==> src/hdl/lfukv_pkg.sv <==
// Shared types and constants for the LFU key-value cache.
// Used by lfukv_cell and lfu_cache_key_value_top; no dependencies.
package lfukv_pkg;

  localparam int DEF_ENTRIES    = 16;
  localparam int DEF_COUNT_BITS = 16;

  localparam int              CAP_BITS  = 5;
  localparam logic [4:0]      CAP_RESET = 5'd16;
  localparam logic signed [31:0] NEG_ONE = -32'sd1;

  localparam logic OP_GET = 1'b0;
  localparam logic OP_PUT = 1'b1;

  // Command broadcast to every cell of the row
  typedef enum logic [1:0] {
    CMD_NONE,
    CMD_TOUCH,
    CMD_REPLACE
  } cmd_kind_t;

  typedef struct packed {
    logic               opcode;
    logic signed [31:0] key;
    logic signed [31:0] value;
  } req_t;

  typedef struct packed {
    logic               hit;
    logic signed [31:0] read_value;
    logic               evicted;
    logic signed [31:0] evicted_key;
  } rsp_t;

endpackage

==> src/hdl/lfukv_cell.sv <==
// One entry of the LFU key-value cache: key, value, use count, recency rank.
// Takes broadcast commands from the top level and passes the victim scan
// token to its neighbor each cycle. Depends on lfukv_pkg.
module lfukv_cell #(
  parameter int  IDX        = 0,
  parameter int  ENTRIES    = lfukv_pkg::DEF_ENTRIES,
  parameter int  COUNT_BITS = lfukv_pkg::DEF_COUNT_BITS,
  parameter type cmd_t      = logic,
  parameter type scan_t     = logic
) (
  input  logic                     clk,
  input  logic                     rst,
  input  logic signed [31:0]       lookup_key,
  input  cmd_t                     cmd,
  input  scan_t                    scan_in,
  output scan_t                    scan_out,
  output logic                     match,
  output logic [((ENTRIES > 1) ? $clog2(ENTRIES) : 1)-1:0] rank_out,
  output logic signed [31:0]       value_out
);

  localparam int IDX_BITS = (ENTRIES > 1) ? $clog2(ENTRIES) : 1;
  localparam logic [IDX_BITS-1:0] MY_IDX = IDX_BITS'(IDX);

  logic                  valid;
  logic signed [31:0]    key;
  logic signed [31:0]    value;
  logic [COUNT_BITS-1:0] count;
  logic [IDX_BITS-1:0]   rank;
  scan_t                 scan_next;

  assign match     = valid && (key == lookup_key);
  assign rank_out  = rank;
  assign value_out = value;

  // Keep the lowest count; on equal counts keep the least recent entry.
  always_comb begin
    scan_next = scan_in;
    if (valid) begin
      if (!scan_in.found || (count < scan_in.count) ||
          ((count == scan_in.count) && (rank > scan_in.rank))) begin
        scan_next.found = 1'b1;
        scan_next.count = count;
        scan_next.rank  = rank;
        scan_next.idx   = MY_IDX;
        scan_next.key   = key;
      end
    end else if (!scan_in.free_found) begin
      scan_next.free_found = 1'b1;
      scan_next.free_idx   = MY_IDX;
    end
  end

  always_ff @(posedge clk) begin
    scan_out <= scan_next;
    if (rst) begin
      valid <= 1'b0;
    end else begin
      case (cmd.kind)
        lfukv_pkg::CMD_TOUCH: begin
          if (valid) begin
            if (MY_IDX == cmd.tgt_idx) begin
              rank <= '0;
              if (count != '1) begin
                count <= count + 1'b1;
              end
              if (cmd.write_value) begin
                value <= cmd.value;
              end
            end else if (rank < cmd.ref_rank) begin
              rank <= rank + 1'b1;
            end
          end
        end
        lfukv_pkg::CMD_REPLACE: begin
          if (MY_IDX == cmd.slot_idx) begin
            valid <= 1'b1;
            key   <= cmd.key;
            value <= cmd.value;
            count <= COUNT_BITS'(1);
            rank  <= '0;
          end else if (cmd.evict && (MY_IDX == cmd.victim_idx)) begin
            valid <= 1'b0;
          end else if (valid) begin
            // entries behind the victim close the gap, then all age by one
            if (!(cmd.evict && (rank > cmd.victim_rank))) begin
              rank <= rank + 1'b1;
            end
          end
        end
        default: begin
        end
      endcase
    end
  end

endmodule

==> src/hdl/lfu_cache_key_value_top.sv <==
// Top level of the LFU key-value cache: control sequencer, response buffer
// and the row of lfukv_cell entries. Depends on lfukv_pkg and lfukv_cell.
//
// Fully associative key-value store with least-frequently-used replacement
// and least-recently-used tie break among equal use counts. Each accepted
// request first enters the lookup state, where all cells compare the key at
// once. A get or put that hits then passes the update state and the state
// that loads the output register; a put that hits while capacity is zero
// changes no cell. A miss that inserts nothing (a get, or a put while
// capacity is zero) goes from lookup straight to loading the output
// register. A put that misses runs the victim scan token down the row of
// ENTRIES cells, one cell per cycle, then places the entry and loads the
// output register. One request is in work at a time; the output register
// holds a finished result while the next request is taken, and the
// sequencer waits before loading the next result for as long as the
// previous one is still held.
// Valid bits clear at reset, so no clearing pass is needed.
module lfu_cache_key_value_top #(
  parameter int ENTRIES    = lfukv_pkg::DEF_ENTRIES,
  parameter int COUNT_BITS = lfukv_pkg::DEF_COUNT_BITS
) (
  input  logic                  clk,
  input  logic                  rst,
  input  logic                  in_valid,
  output logic                  in_ready,
  input  lfukv_pkg::req_t       in_data,
  output logic                  out_valid,
  input  logic                  out_ready,
  output lfukv_pkg::rsp_t       out_data,
  input  logic                  cfg_write,
  input  logic [lfukv_pkg::CAP_BITS-1:0] cfg_data
);

  localparam int IDX_BITS = (ENTRIES > 1) ? $clog2(ENTRIES) : 1;
  localparam int OCC_BITS = $clog2(ENTRIES + 1);
  localparam int CMP_BITS = (OCC_BITS > lfukv_pkg::CAP_BITS) ? OCC_BITS : lfukv_pkg::CAP_BITS;

  typedef struct packed {
    lfukv_pkg::cmd_kind_t kind;
    logic                 write_value;
    logic [IDX_BITS-1:0]  tgt_idx;
    logic [IDX_BITS-1:0]  ref_rank;
    logic                 evict;
    logic [IDX_BITS-1:0]  victim_idx;
    logic [IDX_BITS-1:0]  victim_rank;
    logic [IDX_BITS-1:0]  slot_idx;
    logic signed [31:0]   key;
    logic signed [31:0]   value;
  } cmd_t;

  typedef struct packed {
    logic                  found;
    logic [COUNT_BITS-1:0] count;
    logic [IDX_BITS-1:0]   rank;
    logic [IDX_BITS-1:0]   idx;
    logic signed [31:0]    key;
    logic                  free_found;
    logic [IDX_BITS-1:0]   free_idx;
  } scan_t;

  typedef enum logic [2:0] {
    S_IDLE,
    S_LOOKUP,
    S_HIT,
    S_SCAN,
    S_PLACE,
    S_DONE
  } state_t;

  state_t                state;
  lfukv_pkg::req_t       req;
  lfukv_pkg::rsp_t       rsp;
  logic [lfukv_pkg::CAP_BITS-1:0] cap_reg;
  logic [OCC_BITS-1:0]   occupied;
  logic [IDX_BITS-1:0]   hit_idx;
  logic [IDX_BITS-1:0]   hit_rank;
  logic signed [31:0]    hit_value;
  logic [IDX_BITS-1:0]   scan_cnt;

  logic [ENTRIES-1:0]    match;
  logic [IDX_BITS-1:0]   cell_rank  [ENTRIES];
  logic signed [31:0]    cell_value [ENTRIES];
  scan_t                 scan [ENTRIES+1];
  cmd_t                  cmd;

  logic                  hit_any;
  logic [IDX_BITS-1:0]   hit_idx_c;
  logic [IDX_BITS-1:0]   hit_rank_c;
  logic signed [31:0]    hit_value_c;
  logic [CMP_BITS-1:0]   cap_ext;
  logic [CMP_BITS-1:0]   cap_eff;
  logic                  cap_zero;
  logic                  full;
  logic                  place_evict;
  logic [IDX_BITS-1:0]   place_slot;
  scan_t                 tok;

  assign in_ready = (state == S_IDLE);
  assign scan[0]  = '0;
  assign tok      = scan[ENTRIES];

  genvar gi;
  generate
    for (gi = 0; gi < ENTRIES; gi++) begin : g_cell
      lfukv_cell #(
        .IDX        (gi),
        .ENTRIES    (ENTRIES),
        .COUNT_BITS (COUNT_BITS),
        .cmd_t      (cmd_t),
        .scan_t     (scan_t)
      ) u_cell (
        .clk        (clk),
        .rst        (rst),
        .lookup_key (req.key),
        .cmd        (cmd),
        .scan_in    (scan[gi]),
        .scan_out   (scan[gi+1]),
        .match      (match[gi]),
        .rank_out   (cell_rank[gi]),
        .value_out  (cell_value[gi])
      );
    end
  endgenerate

  // At most one cell matches, so OR the selected fields together.
  always_comb begin
    hit_any     = |match;
    hit_idx_c   = '0;
    hit_rank_c  = '0;
    hit_value_c = '0;
    for (int i = 0; i < ENTRIES; i++) begin
      if (match[i]) begin
        hit_idx_c   = hit_idx_c | IDX_BITS'(i);
        hit_rank_c  = hit_rank_c | cell_rank[i];
        hit_value_c = hit_value_c | cell_value[i];
      end
    end
  end

  always_comb begin
    cap_ext     = CMP_BITS'(cap_reg);
    cap_eff     = (cap_ext > CMP_BITS'(ENTRIES)) ? CMP_BITS'(ENTRIES) : cap_ext;
    cap_zero    = (cap_eff == '0);
    full        = (CMP_BITS'(occupied) >= cap_eff);
    place_evict = full && tok.found;
    // first free slot after the eviction: the lower of the free one and the victim
    if (tok.free_found && (!place_evict || (tok.free_idx < tok.idx))) begin
      place_slot = tok.free_idx;
    end else begin
      place_slot = tok.idx;
    end
  end

  always_comb begin
    cmd             = '0;
    cmd.kind        = lfukv_pkg::CMD_NONE;
    cmd.key         = req.key;
    cmd.value       = req.value;
    cmd.tgt_idx     = hit_idx;
    cmd.ref_rank    = hit_rank;
    cmd.write_value = (req.opcode == lfukv_pkg::OP_PUT);
    cmd.evict       = place_evict;
    cmd.victim_idx  = tok.idx;
    cmd.victim_rank = tok.rank;
    cmd.slot_idx    = place_slot;
    if (state == S_HIT) begin
      if (!((req.opcode == lfukv_pkg::OP_PUT) && cap_zero)) begin
        cmd.kind = lfukv_pkg::CMD_TOUCH;
      end
    end else if (state == S_PLACE) begin
      cmd.kind = lfukv_pkg::CMD_REPLACE;
    end
  end

  always_ff @(posedge clk) begin
    if (rst) begin
      state     <= S_IDLE;
      cap_reg   <= lfukv_pkg::CAP_RESET;
      occupied  <= '0;
      out_valid <= 1'b0;
      scan_cnt  <= '0;
    end else begin
      if (cfg_write) begin
        cap_reg <= cfg_data;
      end
      // drop valid once taken, unless S_DONE loads the next result
      if (out_valid && out_ready && (state != S_DONE)) begin
        out_valid <= 1'b0;
      end
      unique case (state)
        S_IDLE: begin
          if (in_valid) begin
            req   <= in_data;
            state <= S_LOOKUP;
          end
        end
        S_LOOKUP: begin
          hit_idx   <= hit_idx_c;
          hit_rank  <= hit_rank_c;
          hit_value <= hit_value_c;
          scan_cnt  <= '0;
          rsp.hit         <= hit_any;
          rsp.read_value  <= lfukv_pkg::NEG_ONE;
          rsp.evicted     <= 1'b0;
          rsp.evicted_key <= '0;
          if (hit_any) begin
            state <= S_HIT;
          end else if ((req.opcode == lfukv_pkg::OP_PUT) && !cap_zero) begin
            state <= S_SCAN;
          end else begin
            state <= S_DONE;
          end
        end
        S_HIT: begin
          if (req.opcode == lfukv_pkg::OP_GET) begin
            rsp.read_value <= hit_value;
          end
          state <= S_DONE;
        end
        S_SCAN: begin
          // let the token pass every cell of the row
          if (scan_cnt == IDX_BITS'(ENTRIES - 1)) begin
            state <= S_PLACE;
          end else begin
            scan_cnt <= scan_cnt + 1'b1;
          end
        end
        S_PLACE: begin
          rsp.evicted     <= place_evict;
          rsp.evicted_key <= place_evict ? tok.key : '0;
          if (!place_evict) begin
            occupied <= occupied + 1'b1;
          end
          state <= S_DONE;
        end
        S_DONE: begin
          if (!out_valid || out_ready) begin
            out_valid <= 1'b1;
            out_data  <= rsp;
            state     <= S_IDLE;
          end
        end
        default: begin
          state <= S_IDLE;
        end
      endcase
    end
  end

endmodule
==> config.mk <==
export PLATFORM = sky130hd
export DESIGN_NAME = lfu_cache_key_value_top
export DESIGN_NICKNAME = d
export VERILOG_FILES = /design/src/hdl/lfukv_pkg.sv /design/src/hdl/lfukv_cell.sv /design/src/hdl/lfu_cache_key_value_top.sv
export SDC_FILE = /design/constraint.sdc
export NUM_CORES = 2
export LEC_CHECK = 0
export BUFFER_PORTS_ARGS = -buffer_cell sky130_fd_sc_hd__buf_2
export CORE_MARGIN = 5
export CORE_UTILIZATION = 49
export CTS_CLUSTER_SIZE = 20
export DETAILED_ROUTE_END_ITERATION = 16
export SLEW_MARGIN = 0
export SYNTH_ARGS = -nofsm -noshare
export SYNTH_HDL_FRONTEND = slang
export SYNTH_SLANG_ARGS = --single-unit
==> constraint.sdc <==
create_clock -name clk -period 11.6 [get_ports clk]
set_input_delay 1.74 -clock clk [delete_from_list [all_inputs] [get_ports clk]]
set_output_delay 1.74 -clock clk [all_outputs]
set_load 0.005 [all_outputs]
[After elaboration in Yosys (flattened, before gate mapping)]
Index checks and enable logic that the tools add are counted.
Word-level totals
  bits in registers: 2591
Operators by class
  add/sub/neg operators: 34
  $lt $le $gt $ge: 65
  eq/ne operators: 235
  muxes and demuxes: 430
  bitwise logic cells: 32
  reductions and logical operators: 237
Operators with widths (count)
  $mux W32: 67
  $mux W57: 31
  $pmux W32 S2: 17
  $mux W16: 64
  $mux W4: 145
  $eq A32 B32 Y1: 16
  $pmux W16 S2: 16
  $or A32 B32 Y32: 15
  $add A16 B1 Y16 const B: 16
  $ne A16 B16 Y1 const B: 16
  $eq A16 B16 Y1: 15
  $lt A16 B16 Y1: 15
  $reduce_and A6 Y1: 32
  $pmux W4 S2: 17
  $ne A2 B1 Y1 const B: 64
  $gt A4 B4 Y1: 31
  $reduce_and A7 Y1: 16
  $eq A4 B4 Y1 const A: 24
  $ne A3 B1 Y1 const B: 32
  $ne A3 B2 Y1 const B: 32
  $mux W5: 17
  $logic_and A1 B1 Y1: 69
  $add A4 B1 Y4 const B: 17
  $lt A4 B4 Y1: 17
  other kinds (33): 232

[Logic depth before layout (Yosys ltp)]
  depth in word-level cells: 33
  gate-level depth with buffers: 12

[Cells and area by module]
A second synthesis with hierarchy kept.
Second synthesis, totals
  cell total of the unflattened synthesis: 7969
  area total of the unflattened synthesis: 110559.8 sq um
Modules (own cells, without submodules)
  lfukv_cell (g_cell[11].u_cell ...): instances 3, cells an instance 447, area an instance 6169.7 sq um, seq. area each 3783.6 sq um
  lfukv_cell (g_cell[3].u_cell ...): instances 2, cells an instance 443, area an instance 6160.9 sq um, seq. area each 3783.6 sq um
  lfu_cache_key_value_top: instances 1, cells an instance 856, area an instance 11873.9 sq um, seq. area each 7477.2 sq um
  lfukv_cell (g_cell[10].u_cell): instances 1, cells an instance 448, area an instance 6184.7 sq um, seq. area each 3783.6 sq um
  lfukv_cell (g_cell[15].u_cell): instances 1, cells an instance 447, area an instance 6178.4 sq um, seq. area each 3783.6 sq um
  lfukv_cell (g_cell[12].u_cell): instances 1, cells an instance 447, area an instance 6174.7 sq um, seq. area each 3783.6 sq um
  lfukv_cell (g_cell[1].u_cell): instances 1, cells an instance 443, area an instance 6174.7 sq um, seq. area each 3783.6 sq um
  lfukv_cell (g_cell[0].u_cell): instances 1, cells an instance 445, area an instance 6170.9 sq um, seq. area each 3783.6 sq um
  lfukv_cell (g_cell[5].u_cell): instances 1, cells an instance 443, area an instance 6170.9 sq um, seq. area each 3783.6 sq um
  lfukv_cell (g_cell[6].u_cell): instances 1, cells an instance 445, area an instance 6165.9 sq um, seq. area each 3783.6 sq um
  lfukv_cell (g_cell[8].u_cell): instances 1, cells an instance 441, area an instance 6163.4 sq um, seq. area each 3783.6 sq um
  lfukv_cell (g_cell[4].u_cell): instances 1, cells an instance 444, area an instance 6159.7 sq um, seq. area each 3783.6 sq um
  lfukv_cell (g_cell[7].u_cell): instances 1, cells an instance 440, area an instance 6157.2 sq um, seq. area each 3783.6 sq um
  lfukv_cell (g_cell[2].u_cell): instances 1, cells an instance 443, area an instance 6154.7 sq um, seq. area each 3783.6 sq um

[Least setup slack after synthesis]
Ideal clock, no wire load.
  path kind: input -> register
  from: input port rst
  to: register g_cell[12].u_cell.value[0], enable pin
  setup time: 474 ps
  arrival: 4937 ps
  path slack: 6189 ps
  stages on the path: 5
  path through: clkbuf_1 -> a21oi_1 -> nand2_1 -> clkbuf_1 -> a221oi_1
On the way
  cells in the longest elaborated chain, start to end: 2
RTL lines
  start, declared: line lfu_cache_key_value_top.sv:23  | input logic rst,
  $not A1 Y1 (no line)
  $reduce_and A6 Y1 (no line)
  end signal, assigned: line lfukv_cell.sv:68  | value <= cmd.value;
  end signal, assigned: line lfukv_cell.sv:79  | value <= cmd.value;
  end, declared: line lfukv_cell.sv:27  | logic signed [31:0] value;
No other way between the ends.
A chain may end at the register's enable or synchronous reset.

[Worst setup path in the final report]
  from: register occupied[0]
  to: register g_cell[1].u_cell.count[6], enable pin
On the way
  cells in the longest elaborated chain, start to end: 9
RTL lines
  start, declared: line lfu_cache_key_value_top.sv:74  | logic [OCC_BITS-1:0] occupied;
  start signal, assigned: line lfu_cache_key_value_top.sv:232  | occupied <= occupied + 1'b1;
  $ge A5 B5 Y1: line lfu_cache_key_value_top.sv:144  | full = (CMP_BITS'(occupied) >= cap_eff);
  $logic_and A1 B1 Y1: line lfu_cache_key_value_top.sv:145  | place_evict = full && tok.found;
  $logic_not A1 Y1
  $logic_or A1 B1 Y1: line lfu_cache_key_value_top.sv:147  | if (tok.free_found && (!place_evict || (tok.free_idx < tok.idx))) begin
  $logic_and A1 B1 Y1: line lfu_cache_key_value_top.sv:147
  $mux W4: line lfu_cache_key_value_top.sv:147
  $eq A1 B4 Y1: line lfukv_cell.sv:76  | if (MY_IDX == cmd.slot_idx) begin
  $ne A2 B1 Y1 (no line)
  $reduce_and A6 Y1 (no line)
  end signal, assigned: line lfukv_cell.sv:65  | count <= count + 1'b1;
  end, declared: line lfukv_cell.sv:28  | logic [COUNT_BITS-1:0] count;
No other way between the ends.

==> impl_metrics.yaml <==
finish:
  drive_gt1_share_pct: 18.9
  stdcell_area_mm2: 0.120
  area_delta_synth_final_pct: 12.4
  nets: 8731
floorplan:
  die_h_um: 477
  ioPinCount: 143
  rows: 171
  core-area_mm2: 0.217
  start_util_pct: 49.3
  die_area_mm2: 0.228
  die_w_um: 477
route:
  drt_first_pass_iters: 6
  drtIter0Drc: 5845
  vias: 64500
  drc: 0
  ant_nets: 0
  wirelength_mm: 283
  wl_per_cell_um: 25.1
  via_per_inst: 5.72
placement:
  gp_congestion: 0.892
  post-place-ws_ns: 7.28
  dp_hpwl_mm: 189
  dpl_cell_area_mm2: 0.111
  portBuffers: 142
synth:
  ys.flop_type: "edfxtp_1"
  synth_top_family_by_area: "simple AND/OR/NAND/NOR gates"
  yosys.area_share.simple_pct: 9.27
  async_reset_ff_share_pct: 0
  synth_area_leaders: "edfxtp_1 (44%), dfxtp_1 (18%), mux2_2 (8.0%)"
  synth-xor-area-share_pct: 6.25
  syn-cell-area_mm2: 0.107
  synthMuxAreaShare_pct: 8.24
  ys_warn_count: 0
  synth_top_cell_area_share_pct: 44.4
  synth_enable_flop_cells: 1581
  ys_ff_latch: 2561
  synth_compound_area_share_pct: 5.52
  synth_top_cell_by_area: "edfxtp_1"
  synth_nets: 8483
  synthesis.instances: 7954
  synthAdderAreaFrac_pct: 5.31
  synth.distinct_cells: 71
  syn_avg_cell_area_um2: 13.5
  yosysSeqAreaShare_pct: 62.7
sta:
  period_needed_ns: 4.34
  fin_crit_sh_pct: 37.4
  timing.final.ws_setup_ns: 7.26
  finalClockSkew_ns: 0.0659
  rsz0062_at_grt: "no"
  slew_viol_final: 0
  hold_violations: 0
  fin_setup_tns_ns: 0
  fmax_mhz: 231
  tightest_slew_ns: 1.16
  finalSetupViolations: 0
  max_slew_margin_pct: 22.6
power:
  peakVddDrop_mv: 0.176
  totalPowerFinal_mw: 23.4
  p_leak_nw: 44.0
  p_per_area_mw_per_mm2: 195
global_route:
  grt_pass1_wl_mm: 419
  grt.total_usage_pct: 24.2
  grt_pass1_vias: 65300
  grt-ovfl-total: 0
  grt_max_degree: 88
  antenna_found_initial: 5
clock_tree:
  post_cts_buffers: 0
  cts_tree: "done"
  cts_sinks: 2561
  cts.clk_slew.worst_paths_ns: 0.06
  post_cts_resized: 0
  worstSkewPairLatency_ns: 0.92
  root_buffer: "clkbuf_16"
  hold_buffers: 0
  clockBufferDepth: 4
  h-tree-depth: 5
  cts_buffers: 286
setup_path:
  worstPathArrival_ns: 4.86
  cp-end-kind: "register"
  setup.worst_path.class: "register to register"
  worst_setup_path_start_kind: "register"
  critPathRequiredTime_ns: 12.12
  crit_fanout: 51
run:
  cap_violations: 0
status:
  status: "complete, no violations"
min_path:
  hp-class: "register to register"
## layout make-up
type                            count  area (um2)
Fill cell                       17700       96900
Sequential cell                  2561       67100
Multi-Input combinational cell   4711       37600
Clock buffer                      403        8080
Tap cell                         2854        3570
Timing Repair Buffer              283        1770
Inverter                          359        1350
Clock inverter                     99         759
Antenna cell                        3        7.51
## cell usage after synthesis (19+ instances only)
cell type     n
or2_2        68
xor2_1      531
o21ai_0     161
buf_1        19
dfxtp_1     980
and2_1       79
nand2_1     256
nor4_1      170
o21a_1       34
a22o_1      134
nor2b_1      91
edfxtp_1   1581
a22oi_1      21
nand3_1     165
nor3_1       61
a21oi_1     144
and4_1       28
and3_1      106
nor2_1      439
mux2i_1      30
buf_2       124
buf_4        46
clkbuf_1    132
a221oi_1    151
mux2_2      756
a21o_1       75
inv_1       359
nand4_1     194
nand2b_1    139
xnor2_1     233
ha_1        454
## power breakdown
part           internal [mW]  total, mW  switching, mW
Combinational           1.20       3.19           1.99
Clock                   5.07       8.61           3.54
Sequential              11.0       11.6          0.640
Total                   17.2       23.4           6.17
## layer usage
layer	track usage, %	up-vias	part of all wire (%)
li1	-	29600	-
met1	34.3	32300	44
met2	39.0	2136	47
met3	3.64	447	6.5
met4	6.53	0	2.6
met5	0	-	0
## worst max-delay path, cell delays in order, from the launching register on
cell      delay, ns
dfxtp_1        0.39
inv_1          0.07
ha_1           0.28
nand2b_1       0.14
a21o_1         0.18
a21oi_1        0.24
o21ai_4        0.08
buf_4          0.32
a21boi_2       0.19
buf_4          0.30
mux2i_1        0.26
a21oi_1        0.67
and3_1         0.79
## stage by stage
step | hold slack (ns) | utilization (%) | std cells
5_1_grt | 0.394 | 55.4 | 11300
6_report | 0.378 | 55.4 | 11300
3_5_place_dp | 0.393 | 51.3 | 10800
3_3_place_gp | 0.385 | 51.3 | 10800
4_1_cts | 0.392 | 55.4 | 11300
2_1_floorplan | 0.349 | - | 7954
## state kept, by name, summed over array words and instances, names as in the netlist, 32 cells and up
| register | count |
|---|---|
| g_cell.u_cell.scan_out | 946 |
| g_cell.u_cell.key | 512 |
| g_cell.u_cell.value_out | 512 |
| g_cell.u_cell.count | 256 |
| out_data | 66 |
| rsp | 66 |
| cmd | 65 |
| g_cell.u_cell.rank_out | 64 |
| hit_value | 32 |
## worst paths after layout
kind / depth (start not counted) / start / slack (ns) / end
max: 12 / occupied[0] / 7.26 / g_cell[1].u_cell.count[6]
min: 0 / rsp[44] / 0.38 / out_data[44]
max reg2reg: 12 / occupied[0] / 7.26 / g_cell[1].u_cell.count[6]
min reg2reg: 0 / rsp[44] / 0.38 / out_data[44]
## logic make-up (layout without fill, tap and decap cells)
| logic type | after synthesis | in the layout |
|---|---|---|
| AO/OA/AOI/OAI | 836 | 836 |
| flip-flops | 2561 | 2561 |
| adder cells (fa/ha/maj) | 454 | 454 |
| AND/OR/NAND/NOR | 1871 | 1871 |
| XOR/XNOR | 764 | 764 |
| multiplexers | 786 | 786 |
| buffers and inverters | 682 | 1144 |
| other | 0 | 3 |
## layout by cell type (no fill, tap or decap), types with 142 or more instances in the layout
| master | instances |
|---|---|
| ha_1 | 454 |
| xor2_1 | 531 |
| nor2_1 | 423 |
| xnor2_1 | 233 |
| nand4_1 | 194 |
| dfxtp_1 | 979 |
| clkbuf_16 | 298 |
| nand3_1 | 165 |
| nand2_1 | 255 |
| mux2_2 | 756 |
| buf_2 | 142 |
| nor4_1 | 164 |
| edfxtp_1 | 1581 |
| inv_1 | 359 |
| o21ai_0 | 161 |
Note: power is estimated with default switching activity, not from simulation.
